==> src/hw/rtl/card_detect_speed_fallback_assert.svh <==
// Assertion macros for the card detect block.
// Each macro expands to one labelled concurrent assertion on the given clock,
// switched off while the active-low reset is asserted.
`ifndef CARD_DETECT_SPEED_FALLBACK_ASSERT_SVH
`define CARD_DETECT_SPEED_FALLBACK_ASSERT_SVH

// Same-cycle implication
`define CDSF_ASSERT_IMPL(label, clk, rst_n, ante, cons) \
    label: assert property (@(posedge clk) disable iff (!(rst_n)) (ante) |-> (cons)) \
        else $error("cdsf assertion failed");

// Next-cycle implication
`define CDSF_ASSERT_NEXT(label, clk, rst_n, ante, cons) \
    label: assert property (@(posedge clk) disable iff (!(rst_n)) (ante) |=> (cons)) \
        else $error("cdsf assertion failed");

`endif

==> src/hw/rtl/cdsf_pkg.sv <==
package cdsf_pkg;

    // sizing
    localparam int NUM_SPEEDS = 5;
    localparam int TIME_W     = 32;
    localparam int SPEED_W    = 3;
    localparam int MS_W       = 16;
    localparam int MODE_W     = 2;
    localparam int PHASE_W    = 2;
    localparam int CFG_IDX_W  = 2;
    localparam int CFG_DATA_W = 16;

    localparam logic [SPEED_W-1:0] SPEED_MAX = SPEED_W'(NUM_SPEEDS - 1);

    // request modes
    localparam logic [MODE_W-1:0] MODE_POLL      = 2'd0;
    localparam logic [MODE_W-1:0] MODE_OUTCOME   = 2'd1;
    localparam logic [MODE_W-1:0] MODE_DOWNGRADE = 2'd2;
    localparam logic [MODE_W-1:0] MODE_NOP       = 2'd3;

    // configuration register indexes
    localparam logic [CFG_IDX_W-1:0] CFG_DEBOUNCE = 2'd0;
    localparam logic [CFG_IDX_W-1:0] CFG_SETTLE   = 2'd1;
    localparam logic [CFG_IDX_W-1:0] CFG_HOLDOFF  = 2'd2;
    localparam logic [CFG_IDX_W-1:0] CFG_START    = 2'd3;

    // configuration reset values
    localparam logic [MS_W-1:0]    DEBOUNCE_RST    = 16'd250;
    localparam logic [MS_W-1:0]    SETTLE_RST      = 16'd200;
    localparam logic [MS_W-1:0]    HOLDOFF_RST     = 16'd2000;
    localparam logic [SPEED_W-1:0] START_SPEED_RST = 3'd4;

    typedef enum logic [PHASE_W-1:0] {
        PH_IDLE      = 2'd0,
        PH_SETTLE    = 2'd1,
        PH_NEGOTIATE = 2'd2,
        PH_DOWNGRADE = 2'd3
    } t_phase;

    typedef struct packed {
        logic [MODE_W-1:0] mode;
        logic              cd_level;
        logic [TIME_W-1:0] now_ms;
        logic              attempt_ok;
    } t_req;

    typedef struct packed {
        logic               attempt_request;
        logic [SPEED_W-1:0] attempt_index;
        logic               unmount_now;
        logic               event_valid;
        logic               event_present;
        logic               mounted_flag;
        logic [SPEED_W-1:0] speed_now;
        logic [PHASE_W-1:0] phase_now;
        logic               downgrade_refused;
        logic               gave_up;
    } t_rsp;

    // start speed limited to the fastest speed that exists
    function automatic logic [SPEED_W-1:0] clamp_speed(input logic [SPEED_W-1:0] s);
        return (s > SPEED_MAX) ? SPEED_MAX : s;
    endfunction

endpackage

==> src/hw/rtl/cdsf_req_if.sv <==
interface cdsf_req_if;
    import cdsf_pkg::*;

    logic              valid;
    logic              ready;
    logic [MODE_W-1:0] mode;
    logic              cd_level;
    logic [TIME_W-1:0] now_ms;
    logic              attempt_ok;

    modport source (output valid, output mode, output cd_level, output now_ms,
                    output attempt_ok, input ready);
    modport sink   (input valid, input mode, input cd_level, input now_ms,
                    input attempt_ok, output ready);
endinterface

==> src/hw/rtl/cdsf_rsp_if.sv <==
interface cdsf_rsp_if;
    import cdsf_pkg::*;

    logic               valid;
    logic               ready;
    logic               attempt_request;
    logic [SPEED_W-1:0] attempt_index;
    logic               unmount_now;
    logic               event_valid;
    logic               event_present;
    logic               mounted_flag;
    logic [SPEED_W-1:0] speed_now;
    logic [PHASE_W-1:0] phase_now;
    logic               downgrade_refused;
    logic               gave_up;

    modport source (output valid, output attempt_request, output attempt_index,
                    output unmount_now, output event_valid, output event_present,
                    output mounted_flag, output speed_now, output phase_now,
                    output downgrade_refused, output gave_up, input ready);
    modport sink   (input valid, input attempt_request, input attempt_index,
                    input unmount_now, input event_valid, input event_present,
                    input mounted_flag, input speed_now, input phase_now,
                    input downgrade_refused, input gave_up, output ready);
endinterface

==> src/hw/rtl/card_detect_speed_fallback.sv <==
// Debounced card detect with bus-clock fallback. Each request on i_req is a
// poll tick (raw active-low detect level plus millisecond time), an attempt
// outcome, a downgrade request or a no-op, and gives exactly one response on
// o_rsp with the attempt to make, unmount/event flags and the current status.
// A request is held in the input register, is decoded against the card
// state in a single pass and lands in the response register; one request
// is taken every cycle while the response side keeps up, and the sole loop
// is the state update from one request to the next. Configuration
// (debounce, settle, holdoff, start speed) is to be written on i_cfg_*
// only between requests, with no request in flight; the block itself
// does not enforce this.
module card_detect_speed_fallback (
    input  logic                             i_clk,
    input  logic                             i_rst_n,
    input  logic                             i_cfg_we,
    input  logic [cdsf_pkg::CFG_IDX_W-1:0]   i_cfg_idx,
    input  logic [cdsf_pkg::CFG_DATA_W-1:0]  i_cfg_data,
    cdsf_req_if.sink                         i_req,
    cdsf_rsp_if.source                       o_rsp
);
    import cdsf_pkg::*;

    // configuration
    logic [MS_W-1:0]    r_debounce_ms;
    logic [MS_W-1:0]    r_settle_ms;
    logic [MS_W-1:0]    r_holdoff_ms;
    logic [SPEED_W-1:0] r_start_speed;

    // card state
    logic               r_card_present, n_card_present;
    logic               r_pending_level, n_pending_level;
    logic [TIME_W-1:0]  r_pending_since, n_pending_since;
    logic [TIME_W-1:0]  r_retry_after, n_retry_after;
    t_phase             r_phase, n_phase;
    logic [TIME_W-1:0]  r_settle_since, n_settle_since;
    logic [SPEED_W-1:0] r_try_index, n_try_index;
    logic [SPEED_W-1:0] r_speed_index, n_speed_index;
    logic               r_mounted, n_mounted;

    // pipeline
    logic               r_in_vld;
    t_req               r_in;
    logic               r_out_vld;
    t_rsp               r_out;
    t_rsp               n_out;
    logic               w_adv;
    logic               w_fire;

    // derived terms
    logic               w_present_now;
    logic [SPEED_W-1:0] w_first_speed;
    logic [TIME_W-1:0]  w_since_pending;
    logic [TIME_W-1:0]  w_since_settle;
    logic               w_in_holdoff;
    logic               w_settle_done;
    logic               w_debounce_ok;

    // handshake: response register frees the pass, input register frees i_req
    assign w_adv       = !r_out_vld || o_rsp.ready;
    assign w_fire      = r_in_vld && w_adv;
    assign i_req.ready = !r_in_vld || w_adv;

    // configuration writes
    always_ff @(posedge i_clk) begin
        if (!i_rst_n) begin
            r_debounce_ms <= DEBOUNCE_RST;
            r_settle_ms   <= SETTLE_RST;
            r_holdoff_ms  <= HOLDOFF_RST;
            r_start_speed <= START_SPEED_RST;
        end else if (i_cfg_we) begin
            case (i_cfg_idx)
                CFG_DEBOUNCE: r_debounce_ms <= i_cfg_data;
                CFG_SETTLE:   r_settle_ms   <= i_cfg_data;
                CFG_HOLDOFF:  r_holdoff_ms  <= i_cfg_data;
                CFG_START:    r_start_speed <= i_cfg_data[SPEED_W-1:0];
                default:      r_start_speed <= r_start_speed;
            endcase
        end
    end

    // input register
    always_ff @(posedge i_clk) begin
        if (!i_rst_n) begin
            r_in_vld <= 1'b0;
        end else if (i_req.ready) begin
            r_in_vld <= i_req.valid;
        end
    end

    always_ff @(posedge i_clk) begin
        if (i_req.ready && i_req.valid) begin
            r_in.mode       <= i_req.mode;
            r_in.cd_level   <= i_req.cd_level;
            r_in.now_ms     <= i_req.now_ms;
            r_in.attempt_ok <= i_req.attempt_ok;
        end
    end

    assign w_present_now   = !r_in.cd_level;
    assign w_first_speed   = clamp_speed(r_start_speed);
    assign w_since_pending = r_in.now_ms - r_pending_since;
    assign w_since_settle  = r_in.now_ms - r_settle_since;
    assign w_in_holdoff    = (r_retry_after != '0) && (r_in.now_ms < r_retry_after);

    // settle window over; stable level that differs from the card state, outside the holdoff
    assign w_settle_done = (w_since_settle >= TIME_W'(r_settle_ms));
    assign w_debounce_ok = (w_present_now == r_pending_level) &&
                           (w_present_now != r_card_present) &&
                           (w_since_pending >= TIME_W'(r_debounce_ms)) &&
                           !w_in_holdoff;

    // next state for the request in the input register
    always_comb begin
        n_card_present  = r_card_present;
        n_pending_level = r_pending_level;
        n_pending_since = r_pending_since;
        n_retry_after   = r_retry_after;
        n_phase         = r_phase;
        n_settle_since  = r_settle_since;
        n_try_index     = r_try_index;
        n_speed_index   = r_speed_index;
        n_mounted       = r_mounted;

        case (r_in.mode)
            MODE_POLL: begin
                if (r_phase == PH_SETTLE) begin
                    if (w_settle_done) begin
                        n_phase     = PH_NEGOTIATE;
                        n_try_index = w_first_speed;
                    end
                end else if (r_phase == PH_IDLE) begin
                    if (w_present_now != r_pending_level) begin
                        n_pending_level = w_present_now;
                        n_pending_since = r_in.now_ms;
                    end else if (w_debounce_ok) begin
                        n_card_present = w_present_now;
                        if (!w_present_now) begin
                            n_mounted = 1'b0;
                        end else begin
                            n_phase        = PH_SETTLE;
                            n_settle_since = r_in.now_ms;
                        end
                    end
                end
            end
            MODE_OUTCOME: begin
                if (r_phase == PH_NEGOTIATE) begin
                    if (r_in.attempt_ok) begin
                        n_speed_index = r_try_index;
                        n_mounted     = 1'b1;
                        n_phase       = PH_IDLE;
                        n_retry_after = '0;
                    end else if (r_try_index == '0) begin
                        // every speed failed: drop the card and arm the holdoff
                        n_phase        = PH_IDLE;
                        n_card_present = 1'b0;
                        n_retry_after  = r_in.now_ms + TIME_W'(r_holdoff_ms);
                    end else begin
                        n_try_index = r_try_index - 1'b1;
                    end
                end else if (r_phase == PH_DOWNGRADE) begin
                    if (r_in.attempt_ok) begin
                        n_speed_index = r_try_index;
                        n_mounted     = 1'b1;
                    end
                    n_phase = PH_IDLE;
                end
            end
            MODE_DOWNGRADE: begin
                if (r_phase == PH_IDLE && r_speed_index != '0) begin
                    n_try_index = r_speed_index - 1'b1;
                    n_phase     = PH_DOWNGRADE;
                end
            end
            MODE_NOP: begin
                n_phase = r_phase;
            end
            default: begin
                n_phase = r_phase;
            end
        endcase
    end

    // response fields for the request in the input register
    always_comb begin
        n_out = '0;

        case (r_in.mode)
            MODE_POLL: begin
                if (r_phase == PH_SETTLE) begin
                    if (w_settle_done) begin
                        n_out.attempt_request = 1'b1;
                        n_out.attempt_index   = w_first_speed;
                    end
                end else if (r_phase == PH_IDLE) begin
                    // removal confirmed
                    if (w_debounce_ok && !w_present_now) begin
                        n_out.unmount_now = 1'b1;
                        n_out.event_valid = 1'b1;
                    end
                end
            end
            MODE_OUTCOME: begin
                if (r_phase == PH_NEGOTIATE) begin
                    if (r_in.attempt_ok) begin
                        n_out.event_valid   = 1'b1;
                        n_out.event_present = 1'b1;
                    end else if (r_try_index == '0) begin
                        n_out.gave_up = 1'b1;
                    end else begin
                        n_out.attempt_request = 1'b1;
                        n_out.attempt_index   = r_try_index - 1'b1;
                    end
                end
            end
            MODE_DOWNGRADE: begin
                if (r_phase == PH_IDLE) begin
                    if (r_speed_index == '0) begin
                        n_out.downgrade_refused = 1'b1;
                    end else begin
                        n_out.attempt_request = 1'b1;
                        n_out.attempt_index   = r_speed_index - 1'b1;
                    end
                end
            end
            default: ;
        endcase

        n_out.mounted_flag = n_mounted;
        n_out.speed_now    = n_speed_index;
        n_out.phase_now    = n_phase;
    end

    // state update, one request per cycle while the response side keeps up
    always_ff @(posedge i_clk) begin
        if (!i_rst_n) begin
            r_card_present  <= 1'b0;
            r_pending_level <= 1'b0;
            r_pending_since <= '0;
            r_retry_after   <= '0;
            r_phase         <= PH_IDLE;
            r_settle_since  <= '0;
            r_try_index     <= '0;
            r_speed_index   <= clamp_speed(START_SPEED_RST);
            r_mounted       <= 1'b0;
        end else if (w_fire) begin
            r_card_present  <= n_card_present;
            r_pending_level <= n_pending_level;
            r_pending_since <= n_pending_since;
            r_retry_after   <= n_retry_after;
            r_phase         <= n_phase;
            r_settle_since  <= n_settle_since;
            r_try_index     <= n_try_index;
            r_speed_index   <= n_speed_index;
            r_mounted       <= n_mounted;
        end
    end

    // response register
    always_ff @(posedge i_clk) begin
        if (!i_rst_n) begin
            r_out_vld <= 1'b0;
        end else if (w_adv) begin
            r_out_vld <= r_in_vld;
        end
    end

    always_ff @(posedge i_clk) begin
        if (w_fire) begin
            r_out <= n_out;
        end
    end

    assign o_rsp.valid             = r_out_vld;
    assign o_rsp.attempt_request   = r_out.attempt_request;
    assign o_rsp.attempt_index     = r_out.attempt_index;
    assign o_rsp.unmount_now       = r_out.unmount_now;
    assign o_rsp.event_valid       = r_out.event_valid;
    assign o_rsp.event_present     = r_out.event_present;
    assign o_rsp.mounted_flag      = r_out.mounted_flag;
    assign o_rsp.speed_now         = r_out.speed_now;
    assign o_rsp.phase_now         = r_out.phase_now;
    assign o_rsp.downgrade_refused = r_out.downgrade_refused;
    assign o_rsp.gave_up           = r_out.gave_up;

    // checks
    `include "card_detect_speed_fallback_assert.svh"

    // a card in its settle window has been seen as present
    `CDSF_ASSERT_IMPL(a_settle_present, i_clk, i_rst_n, r_phase == PH_SETTLE, r_card_present)
    // an outstanding attempt always names a speed that exists
    `CDSF_ASSERT_IMPL(a_try_range, i_clk, i_rst_n,
        r_phase == PH_NEGOTIATE || r_phase == PH_DOWNGRADE, r_try_index <= SPEED_MAX)
    // a give-up request leaves the block idle with the card dropped
    `CDSF_ASSERT_NEXT(a_gave_up_idle, i_clk, i_rst_n, w_fire && n_out.gave_up,
        r_phase == PH_IDLE && !r_card_present)

endmodule
==> src/flat_wrapper.sv <==
// flat-port wrapper written by rule: the top's interface ports become plain ports
module card_detect_speed_fallback_flat import cdsf_pkg::*;
  (i_clk, i_rst_n, i_cfg_we, i_cfg_idx, i_cfg_data, i_req_valid, i_req_mode, i_req_cd_level, i_req_now_ms, i_req_attempt_ok, i_req_ready, o_rsp_valid, o_rsp_attempt_request, o_rsp_attempt_index, o_rsp_unmount_now, o_rsp_event_valid, o_rsp_event_present, o_rsp_mounted_flag, o_rsp_speed_now, o_rsp_phase_now, o_rsp_downgrade_refused, o_rsp_gave_up, o_rsp_ready);
  cdsf_req_if i_req_i ();
  cdsf_rsp_if o_rsp_i ();
  input  logic i_clk;
  input  logic i_rst_n;
  input  logic i_cfg_we;
  input  logic [cdsf_pkg::CFG_IDX_W-1:0] i_cfg_idx;
  input  logic [cdsf_pkg::CFG_DATA_W-1:0] i_cfg_data;
  input wire logic [$bits(i_req_i.valid)-1:0] i_req_valid;
  input wire logic [$bits(i_req_i.mode)-1:0] i_req_mode;
  input wire logic [$bits(i_req_i.cd_level)-1:0] i_req_cd_level;
  input wire logic [$bits(i_req_i.now_ms)-1:0] i_req_now_ms;
  input wire logic [$bits(i_req_i.attempt_ok)-1:0] i_req_attempt_ok;
  output wire logic [$bits(i_req_i.ready)-1:0] i_req_ready;
  output wire logic [$bits(o_rsp_i.valid)-1:0] o_rsp_valid;
  output wire logic [$bits(o_rsp_i.attempt_request)-1:0] o_rsp_attempt_request;
  output wire logic [$bits(o_rsp_i.attempt_index)-1:0] o_rsp_attempt_index;
  output wire logic [$bits(o_rsp_i.unmount_now)-1:0] o_rsp_unmount_now;
  output wire logic [$bits(o_rsp_i.event_valid)-1:0] o_rsp_event_valid;
  output wire logic [$bits(o_rsp_i.event_present)-1:0] o_rsp_event_present;
  output wire logic [$bits(o_rsp_i.mounted_flag)-1:0] o_rsp_mounted_flag;
  output wire logic [$bits(o_rsp_i.speed_now)-1:0] o_rsp_speed_now;
  output wire logic [$bits(o_rsp_i.phase_now)-1:0] o_rsp_phase_now;
  output wire logic [$bits(o_rsp_i.downgrade_refused)-1:0] o_rsp_downgrade_refused;
  output wire logic [$bits(o_rsp_i.gave_up)-1:0] o_rsp_gave_up;
  input wire logic [$bits(o_rsp_i.ready)-1:0] o_rsp_ready;
  assign i_req_i.valid = i_req_valid;
  assign i_req_i.mode = i_req_mode;
  assign i_req_i.cd_level = i_req_cd_level;
  assign i_req_i.now_ms = i_req_now_ms;
  assign i_req_i.attempt_ok = i_req_attempt_ok;
  assign i_req_ready = i_req_i.ready;
  assign o_rsp_valid = o_rsp_i.valid;
  assign o_rsp_attempt_request = o_rsp_i.attempt_request;
  assign o_rsp_attempt_index = o_rsp_i.attempt_index;
  assign o_rsp_unmount_now = o_rsp_i.unmount_now;
  assign o_rsp_event_valid = o_rsp_i.event_valid;
  assign o_rsp_event_present = o_rsp_i.event_present;
  assign o_rsp_mounted_flag = o_rsp_i.mounted_flag;
  assign o_rsp_speed_now = o_rsp_i.speed_now;
  assign o_rsp_phase_now = o_rsp_i.phase_now;
  assign o_rsp_downgrade_refused = o_rsp_i.downgrade_refused;
  assign o_rsp_gave_up = o_rsp_i.gave_up;
  assign o_rsp_i.ready = o_rsp_ready;
  card_detect_speed_fallback u_core (.i_clk(i_clk), .i_rst_n(i_rst_n), .i_cfg_we(i_cfg_we), .i_cfg_idx(i_cfg_idx), .i_cfg_data(i_cfg_data), .i_req(i_req_i), .o_rsp(o_rsp_i));
endmodule
==> config.mk <==
export PLATFORM = sky130hd
export DESIGN_NAME = card_detect_speed_fallback_flat
export DESIGN_NICKNAME = d
export VERILOG_FILES = /design/src/hw/rtl/cdsf_pkg.sv /design/src/hw/rtl/cdsf_req_if.sv /design/src/hw/rtl/cdsf_rsp_if.sv /design/src/hw/rtl/card_detect_speed_fallback.sv /design/src/flat_wrapper.sv
export VERILOG_INCLUDE_DIRS = /design/src /design/src/hw/rtl
export SDC_FILE = /design/constraint.sdc
export NUM_CORES = 1
export LEC_CHECK = 0
export ABC_CLOCK_PERIOD_IN_PS = 6600
export BUFFER_PORTS_ARGS = -buffer_cell sky130_fd_sc_hd__buf_2
export CORE_ASPECT_RATIO = 1.75
export CORE_MARGIN = 1.5
export CORE_UTILIZATION = 54
export DETAILED_ROUTE_END_ITERATION = 16
export HOLD_SLACK_MARGIN = 0.15
export PLACE_DENSITY = 0.77
export REMOVE_ABC_BUFFERS = 1
export SETUP_SLACK_MARGIN = 0.3
export SYNTH_ARGS = -nofsm -noshare
export SYNTH_HDL_FRONTEND = slang
export SYNTH_SLANG_ARGS = --single-unit
==> constraint.sdc <==
create_clock -name i_clk -period 6.6 [get_ports i_clk]
set_input_delay 1.32 -clock i_clk [delete_from_list [all_inputs] [get_ports i_clk]]
set_output_delay 1.32 -clock i_clk [all_outputs]
set_load 0.02 [all_outputs]
* Word level (Yosys, flattened, before mapping)
Index checks and enable logic that the tools add are counted.
Word-level totals: register bits 211, bits of input ports 59, word-level logic and storage cells 164
Operators by class: $add $sub $neg 5, $lt $le $gt $ge 4, eq/ne operators 23, muxes and demuxes 59, bitwise gates (word level) 7, reduce and logical (&&, ||, !) cells 37
Operators by type and width (count):
- $ge 32x16->1 | 2
- $mux 32 | 2
- $sub 32x32->32 | 2
- $mux 3 | 11
- $add 32x16->32 | 1
- $lt 32x32->1 | 1
- $reduce_bool 32->1 | 1
- $mux 2 | 14
- $mux 4 | 7
- $mux 1 | 19
- $ne 2x1->1 const B | 7
- $eq 2x2->1 const B | 6
- $pmux 4 s3 | 1
- $reduce_and 2->1 | 6
- $pmux 3 s3 | 1
- $reduce_and 9->1 | 1
- $logic_and 1x1->1 | 8
- $ne 2x2->1 const B | 4
- $pmux 2 s4 | 1
- $reduce_and 8->1 | 1
- $not 1->1 | 7
- $reduce_and 7->1 | 1
- $eq 2x1->1 const B | 3
- $logic_not 2->1 | 3
- 13 further kinds | 25

* Longest topological paths before layout
Gate-level depths: netlist of run 1.
depth after elaboration 10, mapped depth 24, gate-level depth less buffers 24

* Worst setup path before layout of run 1
Ideal clock, no wire load.
path type reg2reg, start point register u_core.r_in[2] in the netlist's numbering, end point register u_core.r_out (netlist bit u_core.o_rsp.phase_now[0]), data pin, library setup time 262 ps, arrival time 4366 ps, data required time 6338 ps, path slack 1972 ps, cell stages (with the launch flop) 20, path buffers 0, clock period less this slack 4628 ps, cells stage by stage edfxtp_1 ha_1 nor2b_4 o2111a_1 or4_4 a41oi_2 o31ai_1 xor2_1 ha_1 a21oi_1 o21ai_0 a311oi_1 o221ai_1 a211oi_1 o211ai_1 nor4_1 and4b_4 a41oi_1 a41oi_1 o21ai_1
RTL lines:
- start: declaration | line card_detect_speed_fallback.sv:42 | t_req r_in;
- end signal: assignment | line card_detect_speed_fallback.sv:270 | r_out <= n_out;
- end: declaration | line card_detect_speed_fallback.sv:44 | t_rsp r_out;

==> qor.yml, run 1 <==
firstDrtPassIters: 5
ys_seq_elements: 211
die_w_um: 126
yosys-mux-area-fraction_pct: 3.38
cp-startpoint: "u_core.r_in[2]"
wl_met1_um: 15200
grt_pass1_wl_um: 65200
crit_buf_inv: 0
grt_max_degree: 81
remaining_drc_errors: 0
cp-endpoint: "u_core.o_rsp.phase_now[0]"
layout-drive-gt1-share_pct: 7.67
hold_class: "flop to flop"
die_y_um: 219
critPathArrivalTime_ns: 5.66
coreArea_mm2: 0.0261
cpMaxStageDelayCell: "edfxtp_1"
hold_buffers: 0
initial_utilization_pct: 55.2
critPathTopFamily: "compound AO/OA/AOI/OAI gates"
cts.sinks: 211
slew_headroom_pct: 29.8
finalClockSkew_ns: 0.0211
setup_viol: 0
clk_latency_ns: 0.53
instances_no_fill: 2159
antenna_found_initial: 0
drv_slew: 0
async_reset_ff_share_pct: 0
synth.most_common_cell: "nand2_1"
cts_buffers: 23
synth.yosys.warnings: 0
antenna_cells: 0
via_count: 13000
setup_tns_ns: 0
reg2reg_to: "u_core.o_rsp.phase_now[0]"
synth_area_mm2: 0.0144
vdd_drop_max_mv: 0.215
grt_usage_pct: 29.8
layout.nets: 2035
gp_congestion: 0.956
postRouteWirelength_um: 41200
p_total_uw: 3330
critPathMaxFanout: 9
ctsResizeCount: 0
slowest_delay_ns: 0.56
ys_seq_area_share_pct: 32.9
rsz0062_at_grt: "no"
synth_compound_area_share_pct: 20.6
dp_hpwl_um: 31600
final.min_clock_period_ns: 5.40
synth_top_area_cell: "dfxtp_1"
cp-end-kind: "flop"
highest_layer: "met4"
grt_pass1_vias: 12800
root_buffer: "clkbuf_16"
status: "finished clean"
grt_overflow: 0
htreeDepth: 1
cp_cell_sequence: "ha_1 -> nor2b_4 -> o2111a_1 -> or4_4 -> a41oi_2 -> o31ai_1 -> xor2_1 -> ha_1 -> a21oi_1 -> o21ai_0 -> a311oi_1 -> o221ai_1 -> a211oi_1 -> o211ai_1 -> nor4_1 -> and4b_4 -> a41oi_1 -> a41oi_1 -> o21ai_1"
cp.depth: 19
r2r_slack_ns: 1.20
pin_count: 76
layout_setup_ws_ns: 1.20
power_density_mw_per_mm2: 212
ys_top_cells_by_area: "dfxtp_1 22%, ha_1 13%, edfxtp_1 11%"
met2WireLength_um: 21200
worstSetupStartpointType: "flop"
max_freq_mhz: 185
cts_setup_buffers: 0
r2r-start: "u_core.r_in[2]"
wl_per_cell_um: 19.1
min_period_over_period_pct: 81.8
cts.clk_slew.worst_paths_ns: 0.06
synthAdderAreaFrac_pct: 13.5
fin_util_pct: 60.3
synth_top_family_by_area: "compound AO/OA/AOI/OAI gates"
synth_flop_cell: "dfxtp_1"
worstPathRequired_ns: 6.86
cts.path.max_buffers: 3
antenna_left: 0
cap_violations: 0
drt-vias-per-instance: 6.01
synthToLayoutAreaGrowth_pct: 9.21
met3WireLength_um: 1630
place_inst: 2118
post-place-ws_ns: 1.32
placement.io_buffers: 75
synth_common_cells: "320 x nand2_1, 171 x inv_1, 160 x dfxtp_1"
synthXorXnorAreaFrac_pct: 4.26
fill_cells: 2313
worstSetupPathType: "flop to flop"
r2r_cells: 19
cts_tree: "built"
worstMarginPinSlew_ns: 1.05
avgSynthCellArea_um2: 8.06
p_leak_uw: 0.00607
synth-simple-area-share_pct: 18.9
rows: 78
synth_cell_types: 81
synthCells: 1785
synth.top_cell.area_share_pct: 22.3
drtIter0Drc: 839
hold_viol_final: 0
synth_edf_count: 51
fp.dieArea_mm2: 0.0277
==> sequential cells by signal, summed over array words and instances (netlist names), 16 cells and up <==
| signal | cells |
|---|---|
| u_core.r_in | 36 |
| u_core.r_holdoff_ms | 16 |
| u_core.r_settle_ms | 16 |
| u_core.r_retry_after | 32 |
| u_core.r_pending_since | 32 |
| u_core.r_debounce_ms | 16 |
| u_core.r_settle_since | 32 |
==> routing by layer <==
layer	global-route usage (%)	vias to the layer above
met5	0	-
met4	21.4	0
met3	2.97	148
met2	55.7	394
met1	30.7	6098
li1	-	6346
==> cell type report <==
class | count | area, um^2 | area share (%)
clock buffers | 34 | 732 | 4.66
clock inverters | 7 | 46.3 | 0.295
inverters | 171 | 642 | 4.09
multi-input cells | 1334 | 8730 | 55.6
flip-flops and latches | 211 | 4730 | 30.1
well taps | 320 | 400 | 2.55
repair buffers | 82 | 428 | 2.72
==> power by group <==
group	total, uW	switching [uW]	internal [uW]
Clock	1330	552	773
Combinational	589	361	228
Sequential	1410	49.6	1360
Total	3330	962	2360
==> through the flow <==
| step | instance area, um^2 | hold slack, ns |
|---|---|---|
| after floorplan | 14100 | 0.435 |
| after global placement | 14900 | 0.442 |
| after detailed placement | 14900 | 0.446 |
| after CTS | 15700 | 0.455 |
| after global routing | 15700 | 0.470 |
| final | 15700 | 0.454 |
==> worst min path at each step <==
stage,startpoint,endpoint,slack (ns),cells after the start
5_1_grt,u_core.r_pending_since[28],u_core.r_pending_since[28],0.47,2
6_report,u_core.r_debounce_ms[14],u_core.r_debounce_ms[14],0.45,2
3_3_place_gp,u_core.r_settle_since[7],u_core.r_settle_since[7],0.44,2
2_1_floorplan,u_core.r_settle_since[10],u_core.r_settle_since[10],0.43,2
3_5_place_dp,u_core.r_pending_since[26],u_core.r_pending_since[26],0.45,2
4_1_cts,u_core.r_pending_since[3],u_core.r_pending_since[3],0.46,2
==> worst register-to-register path, cell delays in order, from the launching register on <==
cell and delay (ns):
edfxtp_1 0.56, ha_1 0.37, nor2b_4 0.13, o2111a_1 0.29, or4_4 0.54, a41oi_2 0.35, o31ai_1 0.14, xor2_1 0.15
ha_1 0.30, a21oi_1 0.14, o21ai_0 0.10, a311oi_1 0.28, o221ai_1 0.16, a211oi_1 0.25, o211ai_1 0.14, nor4_1 0.26
and4b_4 0.31, a41oi_1 0.19, a41oi_1 0.38, o21ai_1 0.11
==> cell families after synthesis <==
group | after synthesis
and+or+nand+nor | 602
adders and majority gates | 153
AOI/OAI and AO/OA | 461
muxes | 48
xor gates and xnor gates | 70
DFF | 211
buffers and inverters | 240
==> cells in the final DEF, fill, tap and decap left out, drive strengths merged, types with 21 or more instances in the layout <==
| cell type | count |
|---|---|
| a21o | 38 |
| a21oi | 157 |
| buf | 82 |
| clkbuf | 34 |
| dfxtp | 160 |
| edfxtp | 51 |
| ha | 150 |
| inv | 174 |
| mux2i | 43 |
| nand2 | 320 |
| nand3 | 28 |
| nand4 | 29 |
| nor2 | 96 |
| nor3 | 36 |
| o211ai | 22 |
| o21a | 23 |
| o21ai | 83 |
| o21bai | 21 |
| xnor2 | 45 |
| xor2 | 25 |
(Power assumes the default switching activity.)
==> run 2, diff against run 1 <==
Settings changed: ABC_AREA from default to 1, ABC_CLOCK_PERIOD_IN_PS 6600 to 5550.
Clock period 6.6 ns to 5.55 ns, I/O delays scaled along.
==> run 2 against run 1 <==
Compared with the run above: flip-flop and latch count unchanged; power increased by 24%; via count increased by 16%; die area increased by 6.6%; synthesized area increased by 6.7%; combinational power increased by 38%; hold slack improved by 0.0096 ns; critical path type unchanged; clock skew decreased by 0.0062 ns.
==> qor.yml, run 2 <==
r2r-start: "u_core.r_in[2]"
synth_cell_types: 51
vdd_drop_max_mv: 0.256
synth_flop_cell: "dfxtp_1"
ctsResizeCount: 0
synthToLayoutAreaGrowth_pct: 10.2
synth_edf_count: 51
final.min_clock_period_ns: 4.62
synthCells: 2295
r2r_cells: 21
layout-drive-gt1-share_pct: 7.55
coreArea_mm2: 0.0280
worstSetupPathType: "flop to flop"
gp_congestion: 1.01
rows: 81
grt_pass1_vias: 15000
critPathArrivalTime_ns: 5.06
fill_cells: 2679
holdWs_ns: 0.464
hold_buffers: 0
cp-startpoint: "u_core.r_in[2]"
async_reset_ff_share_pct: 0
ys_seq_elements: 211
die_y_um: 226
placement.io_buffers: 75
root_buffer: "clkbuf_16"
htreeDepth: 1
r2r_slack_ns: 0.93
fp.dieArea_mm2: 0.0295
antenna_left: 0
die_w_um: 130
cp-end-kind: "flop"
postRouteWirelength_um: 48500
layout_commonest_cell: "nand2_1"
synth.yosys.warnings: 0
antenna_cells: 0
pin_count: 76
critPathMaxFanout: 32
min_from: "u_core.r_pending_since[18]"
cts.sinks: 211
dp_hpwl_um: 38900
grt_usage_pct: 33.5
synth_area_mm2: 0.0154
top_register: "u_core.r_in"
min_period_over_period_pct: 83.2
synth.most_common_cell: "nand2_1"
wl_per_cell_um: 17.6
largest_reg_flops: 36
fin_util_pct: 60.5
worstMarginPinSlew_ns: 1.00
antenna_found_initial: 0
slew_headroom_pct: 31.6
cts_tree: "built"
worstPathRequired_ns: 6.00
rsz0062_at_grt: "no"
grt_max_degree: 55
setup_viol: 0
cts_buffers: 23
status: "finished clean"
synth_common_cells: "614 x nand2_1, 410 x inv_1, 214 x nor2_1"
via_count: 15100
ys_top_cells_by_area: "dfxtp_1 21%, nand2_1 15%, ha_1 12%"
hold_class: "flop to flop"
min_path_cells: 2
layout.nets: 2579
worstSetupStartpointType: "flop"
clk_latency_ns: 0.54
drtIter0Drc: 752
cts_setup_buffers: 0
grt_overflow: 0
cts.clk_slew.worst_paths_ns: 0.06
drt-vias-per-instance: 5.48
grt_pass1_wl_um: 75700
ys_seq_area_share_pct: 30.8
final_cell_mix: "614 x nand2_1, 409 x inv_1, 214 x nor2_1"
initial_utilization_pct: 54.9
hold_viol_final: 0
cts.path.max_buffers: 3
max_freq_mhz: 217
remaining_drc_errors: 0
synth_top_area_cell: "dfxtp_1"
firstDrtPassIters: 5
cap_violations: 0
finalClockSkew_ns: 0.0149
drv_slew: 0
power_density_mw_per_mm2: 244
p_leak_uw: 0.00808
avgSynthCellArea_um2: 6.69
synth.top_cell.area_share_pct: 20.9
setup_tns_ns: 0
-- run 2: changes by cell type in the layout (fill, tap and decap cells not counted), sizes merged, moves of 16 or more --
cell	previous run	this run
inv	174	414
a21o	38	2
o21a	23	4
xnor2	45	5
a211oi	20	37
nor2	96	217
nor2b	16	0
a21oi	157	204
mux2i	43	0
nand2	320	618
nand3	28	118
o21ai	83	115
-- run 2: area by class of cell --
cell class	instances	area, um^2	share of cell area [%]
multi-input cells	1625	8870	52.4
inverters	416	1560	9.23
clock inverters	10	108	0.636
well taps	373	467	2.76
flip-flops and latches	211	4730	28.0
clock buffers	31	689	4.08
repair buffers	90	488	2.88
-- run 2: routing by layer --
layer  track usage (%)  vias to the layer above  part of all wire [%]
met5                 0                        -                     0
met4              28.7                        0                   9.3
met3              5.02                      216                   5.1
met2              60.0                      519                    50
met1              33.1                     6835                    36
li1                  -                     7537                     -
-- run 2: path summary, 6_finish.rpt --
| check | end |
|---|---|
| max | u_core.r_settle_since[23] |
| min | u_core.r_pending_since[18] |
| max reg2reg | u_core.r_settle_since[23] |
| min reg2reg | u_core.r_pending_since[18] |
-- run 2: stage by stage --
stage	std cells	area [um^2]	setup slack, ns	power (uW)
6_report	2756	16900	0.934	4130
3_5_place_dp	2715	16100	0.971	2510
5_1_grt	2756	16900	0.643	4320
3_3_place_gp	2715	16100	1.13	2500
4_1_cts	2756	16900	0.953	4140
2_1_floorplan	2252	15200	1.19	2250
-- run 2: power breakdown --
part	internal [uW]	total [uW]	switching (uW)
combinational	275	815	540
sequential	1630	1680	53.3
clock	967	1630	667
total	2870	4130	1260
-- run 2: logic make-up after synthesis --
| kind of cell | synth area share (%) |
|---|---|
| flops | 30.8 |
| fa+ha+maj | 12.6 |
| compound gates | 15.3 |
| simple gates | 27.9 |
| xor+xnor | 1.83 |
| buf+inv | 11.4 |
-- run 2: worst max-delay path, cell delays in order, from the launching register on --
cell and delay [ns]:
edfxtp_1 0.65, inv_1 0.15, fa_1 0.49, inv_1 0.12
nand2_1 0.07, nand3_1 0.21, nand2_1 0.08, nand3_1 0.12
xor2_1 0.21, ha_1 0.28, nand2_1 0.06, nor2_1 0.04
a211oi_1 0.21, nand3_1 0.11, nor2_1 0.22, nand3_1 0.10
nor2_1 0.12, nand3_2 0.24, nand4_4 0.43, buf_4 0.36
nor2_1 0.08, a211oi_2 0.15
